[src/rla_pkg.sv]
// ----------------------------------------------------------------------------
// rla_pkg: shared types and constants for the route lookup block
// Item and result words, queue commands, table entries and register indexes.
// ----------------------------------------------------------------------------
package rla_pkg;

  // action codes carried in an item word
  localparam logic [1:0] ACT_LOAD_ROUTE = 2'd0;
  localparam logic [1:0] ACT_LOAD_ARP   = 2'd1;
  localparam logic [1:0] ACT_LOOKUP     = 2'd2;

  // configuration register indexes
  localparam int CFG_IDX_W  = 4;
  localparam int CFG_DATA_W = 11;
  localparam logic [CFG_IDX_W-1:0] CFG_ROUTE_COUNT = 4'd0;
  localparam logic [CFG_IDX_W-1:0] CFG_ARP_COUNT   = 4'd1;

  localparam int ROUTE_CNT_W = 11;
  localparam int ARP_CNT_W   = 5;

  localparam int QUEUE_DEPTH = 4;
  localparam int QPTR_W      = 2;
  localparam int QCNT_W      = 3;

  typedef struct packed {
    logic [1:0]  action;
    logic [9:0]  slot;
    logic [31:0] prefix;
    logic [31:0] mask;
    logic [31:0] via_ip;
    logic [7:0]  port;
    logic [47:0] mac_in;
    logic [31:0] dest_ip;
  } item_t;

  typedef struct packed {
    logic        route_found;
    logic [31:0] hop_ip;
    logic [7:0]  out_port;
    logic        mac_found;
    logic [47:0] hop_mac;
  } result_t;

  typedef enum logic [1:0] {
    OP_ROUTE,
    OP_ARP,
    OP_LOOKUP
  } op_t;

  typedef struct packed {
    op_t   op;
    item_t item;
  } cmd_t;

  typedef struct packed {
    logic full;
    logic empty;
  } queue_stat_t;

  typedef struct packed {
    logic [31:0] prefix;
    logic [31:0] mask;
    logic [31:0] hop;
    logic [7:0]  port;
  } route_ent_t;

  typedef struct packed {
    logic [31:0] ip;
    logic [47:0] mac;
  } arp_ent_t;

endpackage

[src/rla_queue.sv]
// ----------------------------------------------------------------------------
// rla_queue: command queue between front and back
// A short first-in first-out buffer of commands.
// ----------------------------------------------------------------------------
module rla_queue (
  input  logic                clk,
  input  logic                rst,
  input  logic                push,
  input  rla_pkg::cmd_t       push_cmd,
  input  logic                pop,
  output logic                head_valid,
  output rla_pkg::cmd_t       head,
  output rla_pkg::queue_stat_t stat
);
  import rla_pkg::*;

  cmd_t              entries [QUEUE_DEPTH];
  logic [QPTR_W-1:0] wr_ptr;
  logic [QPTR_W-1:0] rd_ptr;
  logic [QCNT_W-1:0] count;
  logic              do_push;
  logic              do_pop;

  assign stat.full  = count == QCNT_W'(QUEUE_DEPTH);
  assign stat.empty = count == '0;
  assign head_valid = !stat.empty;
  assign head       = entries[rd_ptr];
  assign do_push    = push && !stat.full;
  assign do_pop     = pop && !stat.empty;

  always_ff @(posedge clk) begin
    if (do_push) begin
      entries[wr_ptr] <= push_cmd;
    end
  end

  always_ff @(posedge clk) begin
    if (rst) begin
      wr_ptr <= '0;
      rd_ptr <= '0;
      count  <= '0;
    end else begin
      if (do_push) begin
        wr_ptr <= wr_ptr + 1'b1;
      end
      if (do_pop) begin
        rd_ptr <= rd_ptr + 1'b1;
      end
      case ({do_push, do_pop})
        2'b10:   count <= count + 1'b1;
        2'b01:   count <= count - 1'b1;
        default: count <= count;
      endcase
    end
  end

endmodule

[config.mk]
export PLATFORM = sky130hd
export DESIGN_NAME = rla_queue
export DESIGN_NICKNAME = d
export VERILOG_FILES = /design/src/rla_pkg.sv /design/src/rla_queue.sv
export SDC_FILE = /design/constraint.sdc
export NUM_CORES = 1
export LEC_CHECK = 0
export ABC_CLOCK_PERIOD_IN_PS = 7050
export BUFFER_PORTS_ARGS = -buffer_cell sky130_fd_sc_hd__buf_2
export CAP_MARGIN = 20
export CORE_MARGIN = 1.5
export CORE_UTILIZATION = 57
export DETAILED_ROUTE_END_ITERATION = 6
export PLACE_DENSITY = 0.82
export SETUP_SLACK_MARGIN = 0.1
export SLEW_MARGIN = 20
export SYNTH_ARGS = -nofsm -noshare
export SYNTH_HDL_FRONTEND = slang
export SYNTH_SLANG_ARGS = --single-unit
export TNS_END_PERCENT = 50
[constraint.sdc]
create_clock -name clk -period 7.05 [get_ports clk]
set_input_delay 0 -clock clk [delete_from_list [all_inputs] [get_ports clk]]
set_output_delay 0 -clock clk [all_outputs]
set_load 0.005 [all_outputs]
# After elaboration in Yosys (flattened, before gate mapping)
# Memory sizes are Yosys's and may differ from the RTL's. A register that Yosys moved wholly into a read port is not among the register bits.
# Cells that the tools add are included.
# classes
eq_ne	3
muxes	5
reduce_logical	6
add_sub_neg	4
# op_table
operator	count
3-bit case mux with 2 select lines	1
2-bit by 1-bit adder with 2-bit output, second input constant	2
2-bit two-way mux	2
3-bit by 1-bit adder with 3-bit output, second input constant	1
3-bit equality test, second input constant	1
3-bit zero test	1
3-bit by 1-bit subtractor with 3-bit output, second input constant	1
2-bit by 1-bit equality test with 1-bit output, second input constant	1
2-bit equality test, second input constant	1
1-bit logical AND	2
1-bit zero test	2
1-bit two-way mux	2
2-bit nonzero test	1
# totals
input_bits	202
ramBits	792
n_memories	1
output_inout_bits	201
word_cells	22
register_bits	7
# memory_table
memory	depth	width	read_ports	rd_ports_with_merged_regs	write_ports	line_no	source
entries	4	198	1	1	1	rla_queue.sv:17	cmd_t entries [QUEUE_DEPTH];

# Depth between registers and ports, before layout
# Gate-level depths: netlist of the first run.
# depth
depth_word	5
depth_mapped	9
depth_no_buf	9

# Worst setup path before layout of the first run
# Ideal clock, no wire load.
# synth_path
kind	register to register
from	register count[2]
to	memory entries[0][0] (netlist name) (enable)
path_stages_with_launch	4
path_buffers	0
synth_period_minus_slack_ps	5856
t_required_ps	6467
path_slack_ps	1194
setup_ps	583
arrival_ps	5273
cell_sequence	dfxtp_1 nor3b_1 nor2_1 and2_1
# synth_rtl
element	line_no	source
start: declaration	rla_queue.sv:20	logic [QCNT_W-1:0] count;
start signal: assignment	rla_queue.sv:50	2'b10: count <= count + 1'b1;
start signal: assignment	rla_queue.sv:51	2'b01: count <= count - 1'b1;
start signal: assignment	rla_queue.sv:52	default: count <= count;
end: declaration	rla_queue.sv:17	

==> results of run 1 <==
stage by stage:
step | setup WS, ns | cells | instance area (um2)
5_1_grt | 3.44 | 2477 | 36300
3_3_place_gp | 4.29 | 2130 | 31700
2_1_floorplan | 1.19 | 1089 | 29000
4_1_cts | 3.59 | 2470 | 36300
6_report | 3.75 | 2478 | 36300
3_5_place_dp | 4.25 | 2130 | 31700
cell families after synthesis:
logic type / after synthesis / share of synthesized area (%)
buffers and inverters: 54 / 1.18
multiplexers: 199 / 15.4
flip-flops: 801 / 82.6
XOR/XNOR: 3 / 0.0905
AND/OR/NAND/NOR: 18 / 0.332
adder cells (fa/ha/maj): 6 / 0.285
AO/OA/AOI/OAI: 8 / 0.147
worst max-delay path by stage:
stage,depth (start not counted),start,end,slack [ns]
floorplan,3,count[2]$_SDFFE_PP0P_,entries[0][0]$_DFFE_PP_,1.19
global placement,3,flip-flop,head[161],4.29
detailed placement,3,flip-flop,head[161],4.25
CTS,3,flip-flop,head[115],3.59
global route,3,flip-flop,head[161],3.44
finish,3,flip-flop,head[115],3.75
worst register-to-register path, stage by stage (launching register included):
cell                      delay [ns]
sky130_fd_sc_hd__dfxtp_1        0.45
sky130_fd_sc_hd__nor3b_1        0.56
sky130_fd_sc_hd__nor2_1         0.27
sky130_fd_sc_hd__inv_1          0.14
sky130_fd_sc_hd__ha_1           0.22
sky130_fd_sc_hd__inv_1          0.09
sky130_fd_sc_hd__fa_1           0.38
sky130_fd_sc_hd__xor2_1         0.20
sky130_fd_sc_hd__or3_1          0.37
sky130_fd_sc_hd__a21oi_1        0.17
cell type report:
type	instances	area (um2)	area share, %
flip-flops and latches	801	24000	66.0
multi-input cells	234	4730	13.0
clock buffers	96	2100	5.79
diodes	8	20.0	0.0551
well taps	672	841	2.31
repair buffers	616	4200	11.6
clock inverters	42	432	1.19
inverters	9	33.8	0.0930
flip-flops by register name, summed over array words and instances (netlist names), named ones only:
signal,flops
entries,792
count,3
wr_ptr,2
rd_ptr,2
power by group:
group	leakage [nW]	total, mW	switching (mW)	internal (mW)
Combinational	3.69	2.62	1.28	1.34
Clock	1.25	4.15	1.73	2.42
Sequential	7.34	5.90	0.209	5.69
cell usage in the layout (no fill, tap or decap):
cell / netlist / layout
sky130_fd_sc_hd__edfxtp_1: 792 / 792
sky130_fd_sc_hd__buf_2: 22 / 402
sky130_fd_sc_hd__dlygate4sd3_1: 0 / 202
sky130_fd_sc_hd__mux4_2: 198 / 198
sky130_fd_sc_hd__clkbuf_16: 0 / 82
sky130_fd_sc_hd__clkinv_2: 0 / 15
sky130_fd_sc_hd__clkbuf_1: 6 / 14
sky130_fd_sc_hd__clkinv_1: 0 / 11
sky130_fd_sc_hd__inv_1: 9 / 9
sky130_fd_sc_hd__diode_2: 0 / 8
sky130_fd_sc_hd__bufinv_16: 0 / 8
sky130_fd_sc_hd__dfxtp_1: 9 / 7
sky130_fd_sc_hd__nor2_1: 6 / 6
sky130_fd_sc_hd__buf_12: 0 / 6
sky130_fd_sc_hd__buf_4: 0 / 6
sky130_fd_sc_hd__ha_1: 5 / 5
sky130_fd_sc_hd__or3_1: 4 / 4
sky130_fd_sc_hd__and2_4: 0 / 4
sky130_fd_sc_hd__a21oi_1: 4 / 4
sky130_fd_sc_hd__xor2_1: 3 / 3
sky130_fd_sc_hd__o21ai_0: 3 / 3
sky130_fd_sc_hd__inv_6: 0 / 3
sky130_fd_sc_hd__nand2b_1: 2 / 2
sky130_fd_sc_hd__dfxtp_4: 0 / 2
sky130_fd_sc_hd__clkinv_4: 0 / 2
sky130_fd_sc_hd__clkinvlp_4: 0 / 2
sky130_fd_sc_hd__o31ai_1: 1 / 1
sky130_fd_sc_hd__nor3b_1: 1 / 1
sky130_fd_sc_hd__nand2_1: 1 / 1
sky130_fd_sc_hd__mux2i_1: 1 / 1
sky130_fd_sc_hd__fa_1: 1 / 1
sky130_fd_sc_hd__clkinv_8: 0 / 1
metal layers:
metal | vias up | track usage (%) | part of all wire [%]
met4 | 4 | 9.44 | 3.3
met3 | 156 | 6.20 | 8.9
met1 | 7550 | 32.4 | 35
met2 | 902 | 44.6 | 52
met5 | - | 0 | 0.033
li1 | 6028 | - | -
==> results, run 1 <==
- The detailed router finished its first iteration with about 1.4k violations.
- Across every metal layer, demand over resource in global routing totals between 20 and 30%.
- Clock-pin slew was measured on the worst setup and hold paths at 0.06 ns.
- The smallest clock period supported by the final layout is computed as 3.30 ns.
- The number of input and output port buffers inserted is 402.
- By count the netlist is led by sky130_fd_sc_hd__edfxtp_1, sky130_fd_sc_hd__mux4_2, sky130_fd_sc_hd__buf_2.
- The cell count of the worst hold path is 2.
- Based on the critical path, the design can be clocked at up to 0.303 GHz.
- In this run, CTS created clock tree buffers numbering 78.
- The standby leakage power is 12.3 nW.
- The worst-skew pair later-pin latency is 0.61 ns.
- The worst-case vdd ir drop is around 0.00033 V.
- In this run the worst path has a maximum fanout of 49.
- Among cell families on the critical path, the largest total delay comes from buffers and inverters.
- The number of distinct library cells after synthesis is 21.
- STA classifies the critical path startpoint as a flip-flop.
- The core region is 50,200 um2.
- The mapped netlist covers 29,000 um2.
- The worst reg2reg path endpoint is count[2]$_SDFFE_PP0P_.
- The synthesized netlist net count is 1,297.
- The total power is roughly 13 mW.
- The area fraction of the dominant cell type after synthesis is 81.9%.
- The post-synthesis register bit count is 801.
- The depth of the CTS H-tree is 3.
- The first-pass iteration count of the detailed router is 5.
- The worst path uses 46.8% of the clock period.
- The fraction of layout instances using a drive strength above 1 is between 40% and 50%.
- Setup repair after global routing left no endpoint under its margin.
- A synthesized cell averages 26.7 um2.
- The critical path is of the reg -> out type.
- The aggregate global routing overflow is 0.
- The startpoint identified for the worst hold timing path is push_cmd[158].
- The number of global-route vias before repair is ~16k.
- Measured in cells, the most critical reg-to-reg path has a length of 9.
- The CTS tree is done.
- For this design, the CTS-stage hold fixing added 202 buffers.
- The number of violations of the max-capacitance limit is 0.
- Routability-driven placement finished with a final weighted congestion of roughly 0.78.
- The width of the die is 229 um.
- The layout has roughly 2.6k filler cells.
- The number of hold-slack violations in the final timing report is 0.
- The wire length of the first global-routing pass is 99.3 mm.
- Entering global routing, the biggest net connects 110 pins.
- The initial core utilization is 57.8%.
- The actual slew at the worst max-slew pin is 1.06 ns.
- The async set-or-reset flop fraction in the synthesized netlist is 0%.
- The number of buffers and inverters on the critical path is 2.
- The Yosys step of the flow raised 0 warnings.
- Cells fill 72.4% of the core in the end.
- Setup slack on the worst reg-to-reg path comes out at 4.13 ns.
- The number of failing setup endpoints in the final timing report is 0.
- Once detailed placement completed, the half-perimeter wirelength came to 33.4 mm.
- The layout net count is 1,948.
- The path class of the tightest hold or removal check is in -> reg.
- The root buffer cell is sky130_fd_sc_hd__clkbuf_16.
- The slowest stage of the critical path belongs to the cell sky130_fd_sc_hd__dfxtp_4.
- After detailed routing, the number of vias per cell comes to 5.91.
- Traced cell by cell, the critical path runs through buf_4, mux4_2, buf_2.
- STA classifies the critical path endpoint as a primary output.
- The die outline area is around 52,000 um2.
- The wire length per cell after detailed routing is roughly 27 um.
- After detailed routing, the number of remaining DRC violations is 0.
- At the worst endpoint, the required time is 7.05 ns.
- The relative area change from synthesis to final layout is 25.2%.
- Across the routed clock network, the largest skew measured is 0.0160 ns.
- In this run the power density over the cells is 349 nW/um2.
- sky130_fd_sc_hd__edfxtp_1 takes more of the synthesized area than any other cell.
- Summed over all failing endpoints, the final setup total negative slack is 0 ns.
- The number of sinks on the clock net is ~800.
- Across all layers, the routed design uses 14.6k vias.
- The count of nets left with antenna violations once routing finished came out at 0.
- The post-synthesis cell count is about 1.1k.
- The final-report max-slew violation count is 0.
- Among all flip-flop cells after synthesis, the most frequent one is sky130_fd_sc_hd__edfxtp_1.
- The total I/O pin count is 403.
- The number of flops mapped to enable cells by yosys is 792.
- The worst hold path terminates at entries[3][158]$_DFFE_PP_.
- Among all cell types in the netlist, the one instantiated most often is sky130_fd_sc_hd__edfxtp_1.
- The worst hold-check slack is 0.146 ns.
- After synthesis, the cell types taking the most area are sky130_fd_sc_hd__edfxtp_1, sky130_fd_sc_hd__mux4_2, sky130_fd_sc_hd__dfxtp_1, sky130_fd_sc_hd__buf_6, sky130_fd_sc_hd__buf_2.
- Measured along the y axis, the die boundary spans 229 um.
- The number of setup buffers added after CTS is 0.
- The routed wire length is 67.1 mm.
- STA puts the critical path data arrival time at 3.30 ns.
- The flow ran to the end, and the final reports show no timing, DRC or antenna violations.
- The worst slew slack as a fraction of its limit is about 29%.
- The longest clock path from root to sink contains 3 buffers.
- The sequential fraction of the synthesis area is 82.6%.
- The number of antenna violations at the first check in global routing is 9.
- The row count is between 80 and 90.
- The total of cells resized after clock tree synthesis is 0.
- In this run the critical register-to-register path is launched from count[2]$_SDFFE_PP0P_.
- The highest cell delay on the worst timing path is 0.93 ns.
(Power assumes the default switching activity.)
==> inputs of run 2 (changes only) <==
Settings changed: ABC_AREA set to 1, ABC_CLOCK_PERIOD_IN_PS 7050 to 3400.
Clock period 7.05 ns to 3.4 ns, I/O delays scaled along.
==> run 2 against run 1 <==
  * Sequential power rose by 100%
  * Global-route usage up 1.8 points
  * Final cell count rose by 34%
  * Critical path depth up 2
  * Critical endpoint is now head[99]
  * Largest cell class unchanged
  * Largest power group unchanged
==> results, run 2 <==
- Summed over its instances, the top area cell type makes up 79.7% of the synthesized netlist area.
- The aggregate global routing overflow is 0.
- The count of placed standard cells in the final layout, fillers left out is 3,314.
- The clock input transition at the sequential cells of the worst setup and hold paths is 0.06 ns.
- The cell area that synthesis handed to floorplanning was 29,900 um2.
- TritonCTS built the clock tree.
- Of all nets on the critical path, the largest fanout is approximately 180.
- For this design the static power due to leakage is between 10 and 15 nW.
- For this run, the register share of the synthesized area comes to 80.3%.
- Synthesis instantiated 20 different standard cells from the library.
- The final critical delay including setup and external delays is 2.70 ns.
- The total via count in the routed design is approximately 20k.
- For this run, the total global-route usage over all layers was measured as 27.7%.
- The largest total area in the synthesized netlist belongs to sky130_fd_sc_hd__edfxtp_1.
- The worst-skew pair later-pin latency is 0.61 ns.
- The post-synthesis area per instance is 15.0 um2.
- The number of flops mapped to enable cells by yosys is 792.
- The area growth from synthesis to layout is 23.5%.
- The half-perimeter wire length of the detailed placement result is 37.3 mm.
- The number of failing setup endpoints in the final timing report is 0.
- Headroom to the max-slew limit came out at 30.8%.
- The floorplan step set the die width to between 200 and 250 um.
- The first-pass iteration count of the detailed router is 5.
- Setup repair after global routing left no endpoint under its margin.
- The worst hold-check slack is 0.121 ns.
- The most common cell after layout, fill and taps aside is sky130_fd_sc_hd__edfxtp_1.
- The placer's final routability congestion estimate is 0.777.
- The worst-case vdd ir drop is 0.000675 V.
- The async set-or-reset flop fraction in the synthesized netlist is 0%.
- The antenna violation net count after detailed routing is 0.
- The path category of the worst min-delay check is in -> reg.
- The register with the most flip-flops in the layout has 792 of them.
- The number of buffers created by CTS is 78.
- After detailed routing, the average wire length per cell comes to 22.8 um.
- During synthesis, Yosys emitted a total of 0 warnings.
- The total power is 26.4 mW.
- The setup clock skew after layout is 0.0137 ns.
- The final-report max-slew violation count is 0.
- For this design the top-level I/O count stands at 403.
- The sum of negative setup slack is 0 ns.
- The data arrival time of the critical path is 2.70 ns.
- The y dimension of the die is 232 um.
- The worst-case clock buffer depth is 3.
- Sorting the synthesized cells by area gives the leading types as sky130_fd_sc_hd__edfxtp_1, sky130_fd_sc_hd__nor2_1, sky130_fd_sc_hd__o21ai_0, sky130_fd_sc_hd__o22ai_1, sky130_fd_sc_hd__o21ai_1.
- By count the netlist is led by sky130_fd_sc_hd__edfxtp_1, sky130_fd_sc_hd__nor2_1, sky130_fd_sc_hd__o21ai_0.
- Static timing analysis puts the maximum clock frequency at 0.370 GHz.
- Synthesis produced a netlist with a net count of 2,192.
- At the pin with the least slew margin, the transition time is 1.04 ns.
- In the finished design, the share of the clock period the worst path needs comes to slightly below 80%.
- Entering global routing, the biggest net connects 207 pins.
- entries holds more flip-flops than any other register.
- The residual DRC count is 0.
- The total of cells resized after clock tree synthesis is 0.
- The run finished with clean final reports.
- sky130_fd_sc_hd__edfxtp_1 is the most common cell in the netlist.
- The first global-routing pass estimated between 100 and 150 mm of wire.
- The startpoint type of the worst setup path is a flip-flop.
- The number of antenna violations at the first check in global routing is 4.
- For the worst setup path, the data required time is 3.40 ns.
- The total core area is 51,500 um2.
- Cells with a size suffix above 1 make up 21.0% of the layout.
- CTS built an H-tree with a depth of 3.
- The root buffer cell is sky130_fd_sc_hd__clkbuf_16.
- In the routed layout, each cell is associated on average with a via count of ~6.
- The worst setup path is of the reg -> out kind.
- The row count is a little over 80.
- For this run, the post-layout net count is 2,774.
- The placed instance count is 2,964.
- The post-synthesis register bit count is 801.
- The initial utilization of the core area, before any placement, comes to 58.0%.
- The post-synthesis cell count is roughly 2.0k.
- The placed instances occupy a cell area of 32,300 um2.
- The number of global-route vias before repair is between 20k and 25k.
- The routed wire length is 75.7 mm.
- The die outline area is 53,800 um2.
- Power spread over the standard cell area amounts to 717 nW/um2.
- Input and output buffers added on the ports amount to ~400.
- Across the run, the number of max-cap violations was 0.
- The most used flip-flop cell after synthesis is sky130_fd_sc_hd__edfxtp_1.
- The first-iteration detailed-routing DRC count is 2,118.
- The top cell types in the final layout, fill and taps aside, are sky130_fd_sc_hd__edfxtp_1, sky130_fd_sc_hd__buf_2, sky130_fd_sc_hd__nor2_1.
- In the final layout, the registers with the most flip-flops are entries x792, count x3.
- The post-layout instance area is 36,900 um2.
- The number of sinks on the clock net is 801.
- The number of hold-slack violations in the final timing report came to 0.
- The category of the worst setup path capture point is a primary output.
-- run 2: cell types whose count changed in the layout (fill, tap and decap cells not counted), moves of 9 or more --
cell                      previous run  this run
sky130_fd_sc_hd__inv_1               9        18
sky130_fd_sc_hd__mux4_2            198         0
sky130_fd_sc_hd__nand2_1             1        13
sky130_fd_sc_hd__nor2_1              6       401
sky130_fd_sc_hd__o21ai_0             3       285
sky130_fd_sc_hd__o21ai_1             0       113
sky130_fd_sc_hd__o22ai_1             0       198
-- run 2: repair_timing --
action	4_1_cts	5_1_grt
hold buffers	202	0
endpoints found under the hold margin	805	0
setup buffers	0	0
-- run 2: per-stage QoR --
step / setup slack (ns) / utilization [%]
after global routing: 0.586 / 71.6
after floorplan: -0.554 / -
final: 0.699 / 71.6
after detailed placement: 1.44 / 62.7
after global placement: 1.46 / 62.7
after CTS: 0.756 / 71.6
-- run 2: routing by layer --
layer | vias up | part of all wire [%] | track usage (%)
li1 | 8695 | - | -
met1 | 9800 | 35 | 32.8
met2 | 1197 | 52 | 48.4
met3 | 220 | 8.8 | 6.42
met4 | 0 | 4.3 | 12.5
met5 | - | 0 | 0
-- run 2: cells by family after synthesis --
group / Yosys count / share of synthesized area [%]
flip-flops: 801 / 80.3
AND/OR/NAND/NOR: 426 / 5.38
buffers and inverters: 150 / 3.17
adder cells (fa/ha/maj): 6 / 0.277
AO/OA/AOI/OAI: 601 / 10.9
-- run 2: power by group --
| group | switching, mW | internal [mW] | total (mW) |
|---|---|---|---|
| logic | 3.82 | 1.99 | 5.81 |
| clock network | 3.65 | 5.00 | 8.65 |
| registers | 0.249 | 11.7 | 12.0 |
-- run 2: critical path, cell delays in order, from the launching register on --
cell,delay (ns)
sky130_fd_sc_hd__dfxtp_4,0.42
sky130_fd_sc_hd__clkinv_8,0.47
sky130_fd_sc_hd__buf_4,0.52
sky130_fd_sc_hd__o21ai_1,0.23
sky130_fd_sc_hd__o22ai_1,0.11
sky130_fd_sc_hd__buf_2,0.14
-- run 2: area by class of cell --
cell class	instances	area (um2)
Antenna cell	4	10.0
Clock buffer	99	2140
Clock inverter	45	410
Fill cell	2933	14600
Inverter	20	92.6
Multi-Input combinational cell	1033	4990
Sequential cell	801	24000
Tap cell	680	851
Timing Repair Buffer	632	4420
-- run 2: final timing paths --
| kind | startpoint | endpoint | slack [ns] | cells past startpoint |
|---|---|---|---|---|
| worst min-delay path | push_cmd[105] | entries[2][105]$_DFFE_PP_ | 0.12 | 2 |
| worst max-delay path | flip-flop | head[99] | 0.70 | 5 |
| worst min register to register | wr_ptr[0]$_SDFFE_PP0P_ | wr_ptr[0]$_SDFFE_PP0P_ | 0.53 | 2 |
| worst max register to register | count[2]$_SDFFE_PP0P_ | count[2]$_SDFFE_PP0P_ | 1.29 | 13 |
==> inputs of run 3 (changes only) <==
Settings changed: ABC_CLOCK_PERIOD_IN_PS 3400 to 2800.
Clock period 3.4 ns to 2.8 ns, I/O delays scaled along.
==> run 3 against run 2 <==
  * Final cell count is 0.57% higher
  * Sequential share of layout area shrank 0.68 points
  * Critical endpoint is now head[117]
  * Non-clock buffer count increased by 14
  * Via count rose by 0.89%
  * Sequential cell count did not move
  * Combinational power up 24%
  * The run now ends with design-rule violations left
==> results, run 3 (synthesized netlist as in run 2, its figures left out) <==
- The flow ran to the end, but the final reports show violations.
- The checks that failed: design-rule violations.
- At the end of routability-driven placement, the weighted congestion stood at between 0.8 and 0.9.
- The cell area after placement is approximately 33,000 um2.
- Counting the fill cells in the layout gives 2,937.
- In the final layout, the registers with the most flip-flops are entries x792, count x3.
- The initial core utilization is 58.0%.
- The first global-routing pass estimated 115 mm of wire.
- Summed over all nets, the switching power comes to ~9.4 mW.
- The first-iteration detailed-routing DRC count is 2,220.
- The part of the power in the clock network is about a third.
- The wire length per cell after detailed routing is 23.0 um.
- The actual slew at the worst max-slew pin is 0.837 ns.
- In this run, CTS created clock tree buffers numbering 78.
- Counting I/O delays and the setup requirement, the final critical path takes 2.61 ns.
- IR analysis of the VDD net gives a maximum drop of approximately 0.00076 V.
- Cells with a size suffix above 1 make up between 20% and 30% of the layout.
- Along the worst path, the maximum fanout reaches 133.
- Setup repair after global routing left no endpoint under its margin.
- In the global route stage, overall resource usage came out at 28.1%.
- The register name with the most flops is entries.
- The most common cell after layout, fill and taps aside is sky130_fd_sc_hd__edfxtp_1.
- Entering global routing, the biggest net connects 150 pins.
- The setup clock skew after layout is 0.0347 ns.
- Data arrives at the worst endpoint at 2.61 ns.
- The worst pin sits at a relative slew slack of 44.2%.
- The fraction of the cycle the final worst path needs is 93.3%.
- The tightest min-delay check is of the in -> reg type.
- The row count is 83.
- In this run the deepest clock path goes through 3 buffers.
- The routed wire length is 76.5 mm.
- Clock-pin slew was measured on the worst setup and hold paths at 0.06 ns.
- The area growth from synthesis to layout is 24.8%.
- The worst setup path is captured at a primary output.
- The width of the die is 232 um.
- The half-perimeter wire length of the detailed placement result is 39.7 mm.
- The number of antenna violations at the first check in global routing is 5.
- The register area is approximately 24,000 um2.
- The count of nets left with antenna violations once routing finished came out at 0.
- Per report_power, the sequential group accounts for between 40 and 50% of the total.
- The residual DRC count is 3.
- The worst-skew pair later-pin latency is about 0.62 ns.
- The worst setup path is of the reg -> out kind.
- STA puts the critical path data required time at about 2.8 ns.
- The final-report max-slew violation count was 0.
- Clock tree synthesis selected as its root buffer the cell sky130_fd_sc_hd__clkbuf_16.
- The internal power summed over all cells is 23.3 mW.
- The standby leakage power is 13.1 nW.
- The number of hold-slack violations in the final timing report is 0.
- The number of global-route vias before repair was 20.7k.
- Walking the worst path, the cells encountered are clkinv_8, buf_4, o21ai_0, o22ai_1, buf_2.
- The die outline area is 53,800 um2.
- The flip-flop count of the largest register, all copies and words added is 792.
- For this run, the post-layout net count is ~2.8k.
- The tool flagged a number of max-cap violations equal to 0.
- On the worst path, the slowest cell contributes a delay of 0.46 ns.
- Input and output buffers added on the ports amount to about 400.
- The library cells used most frequently in the layout, excluding fill and tap cells, are sky130_fd_sc_hd__edfxtp_1, sky130_fd_sc_hd__buf_2, sky130_fd_sc_hd__nor2_1.
- The footprint of the multi-input gates is roughly 5000 um2.
- Of the total power, combinational logic draws 22.1%.
- The CTS tree is done.
- Global routing finished with a remaining overflow of 0.
- Measured on the finished design, the core utilization comes to 72.4%.
- Summing all non-filler instances in the final layout gives an area of 37,300 um2.
- The first detailed-routing pass took 7 iterations.
- The number of failing setup endpoints in the final timing report is 0.
- For flop-to-flop paths, the worst setup slack is 0.84 ns.
- STA classifies the critical path startpoint as a flip-flop.
- On the critical path, the stage with the largest delay is an instance of sky130_fd_sc_hd__dfxtp_4.
- The clock tree synthesis step divided the H-tree into 3 levels.
- The vias per cell is around 6.0.
- Net switching is 28.9% of the power.
- The core region is 51,500 um2.
- The y dimension of the die is between 200 and 250 um.
- The total I/O pin count is 403.
- The detailed router placed roughly 20k vias in this run.
- The number of sinks on the clock net is 801.
- The maximum clock rate is ~0.38 GHz.
- The power per cell area is 878 nW/um2.
[run 3: cell types whose count changed in the layout (fill, tap and decap cells not counted)]
| cell | delta |
|---|---|
| sky130_fd_sc_hd__inv_8 | +2 |
| sky130_fd_sc_hd__clkinv_1 | +2 |
| sky130_fd_sc_hd__clkinv_4 | -2 |
| sky130_fd_sc_hd__inv_16 | -1 |
| sky130_fd_sc_hd__clkbuf_16 | -1 |
| sky130_fd_sc_hd__buf_4 | +1 |
| sky130_fd_sc_hd__clkinvlp_4 | +4 |
| sky130_fd_sc_hd__clkbuf_1 | -1 |
| sky130_fd_sc_hd__clkinv_8 | +1 |
| sky130_fd_sc_hd__buf_12 | +13 |
| sky130_fd_sc_hd__bufinv_16 | +5 |
| sky130_fd_sc_hd__clkinv_2 | -6 |
| sky130_fd_sc_hd__inv_6 | -2 |
| sky130_fd_sc_hd__diode_2 | +4 |
[run 3: path summary, 6_finish.rpt]
| path | from | to | depth (start not counted) |
|---|---|---|---|
| setup reg to reg | count[1]$_SDFFE_PP0P_ | entries[1][137]$_DFFE_PP_ | 6 |
| setup / recovery | flip-flop | head[117] | 5 |
| hold reg to reg | count[0]$_SDFFE_PP0P_ | count[0]$_SDFFE_PP0P_ | 2 |
| hold / removal | push_cmd[175] | entries[3][175]$_DFFE_PP_ | 2 |
[run 3: timing repair]
action / CTS / global route
hold buffers: 202 / 0
endpoints found under the hold margin: 819 / 0
buffers inserted: 0 / 0
endpoints found under the setup margin: 0 / 6
gates resized for setup: 0 / 1
[run 3: stage by stage]
| step | setup slack, ns | power, mW | hold slack [ns] | instances | setup TNS [ns] |
|---|---|---|---|---|---|
| floorplan | -1.15 | 18.7 | 0.0691 | 1984 | -905.02 |
| global placement | 0.880 | 21.2 | 0.209 | 2978 | 0 |
| detailed placement | 0.870 | 21.5 | 0.216 | 2978 | 0 |
| CTS | 0.137 | 32.4 | 0.0857 | 3325 | 0 |
| global route | 0.109 | 33.9 | 0.117 | 3327 | 0 |
| finish | 0.187 | 32.7 | 0.141 | 3333 | 0 |
[run 3: final cells by class]
class | count | share of cell area, %
Sequential cell | 801 | 64.3
Multi-Input combinational cell | 1033 | 13.4
Timing Repair Buffer | 646 | 12.6
Clock buffer | 97 | 5.66
Tap cell | 680 | 2.28
Clock inverter | 48 | 1.47
Inverter | 20 | 0.255
Antenna cell | 8 | 0.0537
[run 3: power groups by stage]
| stage | clock, mW | combinational (mW) | sequential (mW) |
|---|---|---|---|
| after global routing | 11.5 | 7.75 | 14.6 |
| after global placement | 0 | 6.51 | 14.7 |
| after floorplan | 0 | 3.94 | 14.7 |
| after CTS | 10.9 | 7.06 | 14.5 |
| final | 10.9 | 7.22 | 14.5 |
| after detailed placement | 0 | 6.74 | 14.7 |
[run 3: metal layers]
layer  wire length [um]  up-vias  track usage [%]  share of wire (%)
met5                  0        -                0                  0
met4               3180        0             13.3                4.2
met3               6830      241             6.16                8.9
met2              39300     1229             48.5                 51
met1              27200     9886             33.8                 36
li1                   -     8734                -                  -
[run 3: critical path, delay by kind of cell, from the launching register on]
| family | cells | cell delay [ns] |
|---|---|---|
| AO/OA/AOI/OAI | 2 | 0.45 |
| buffers and inverters | 3 | 1.03 |
| flip-flops | 1 | 0.46 |
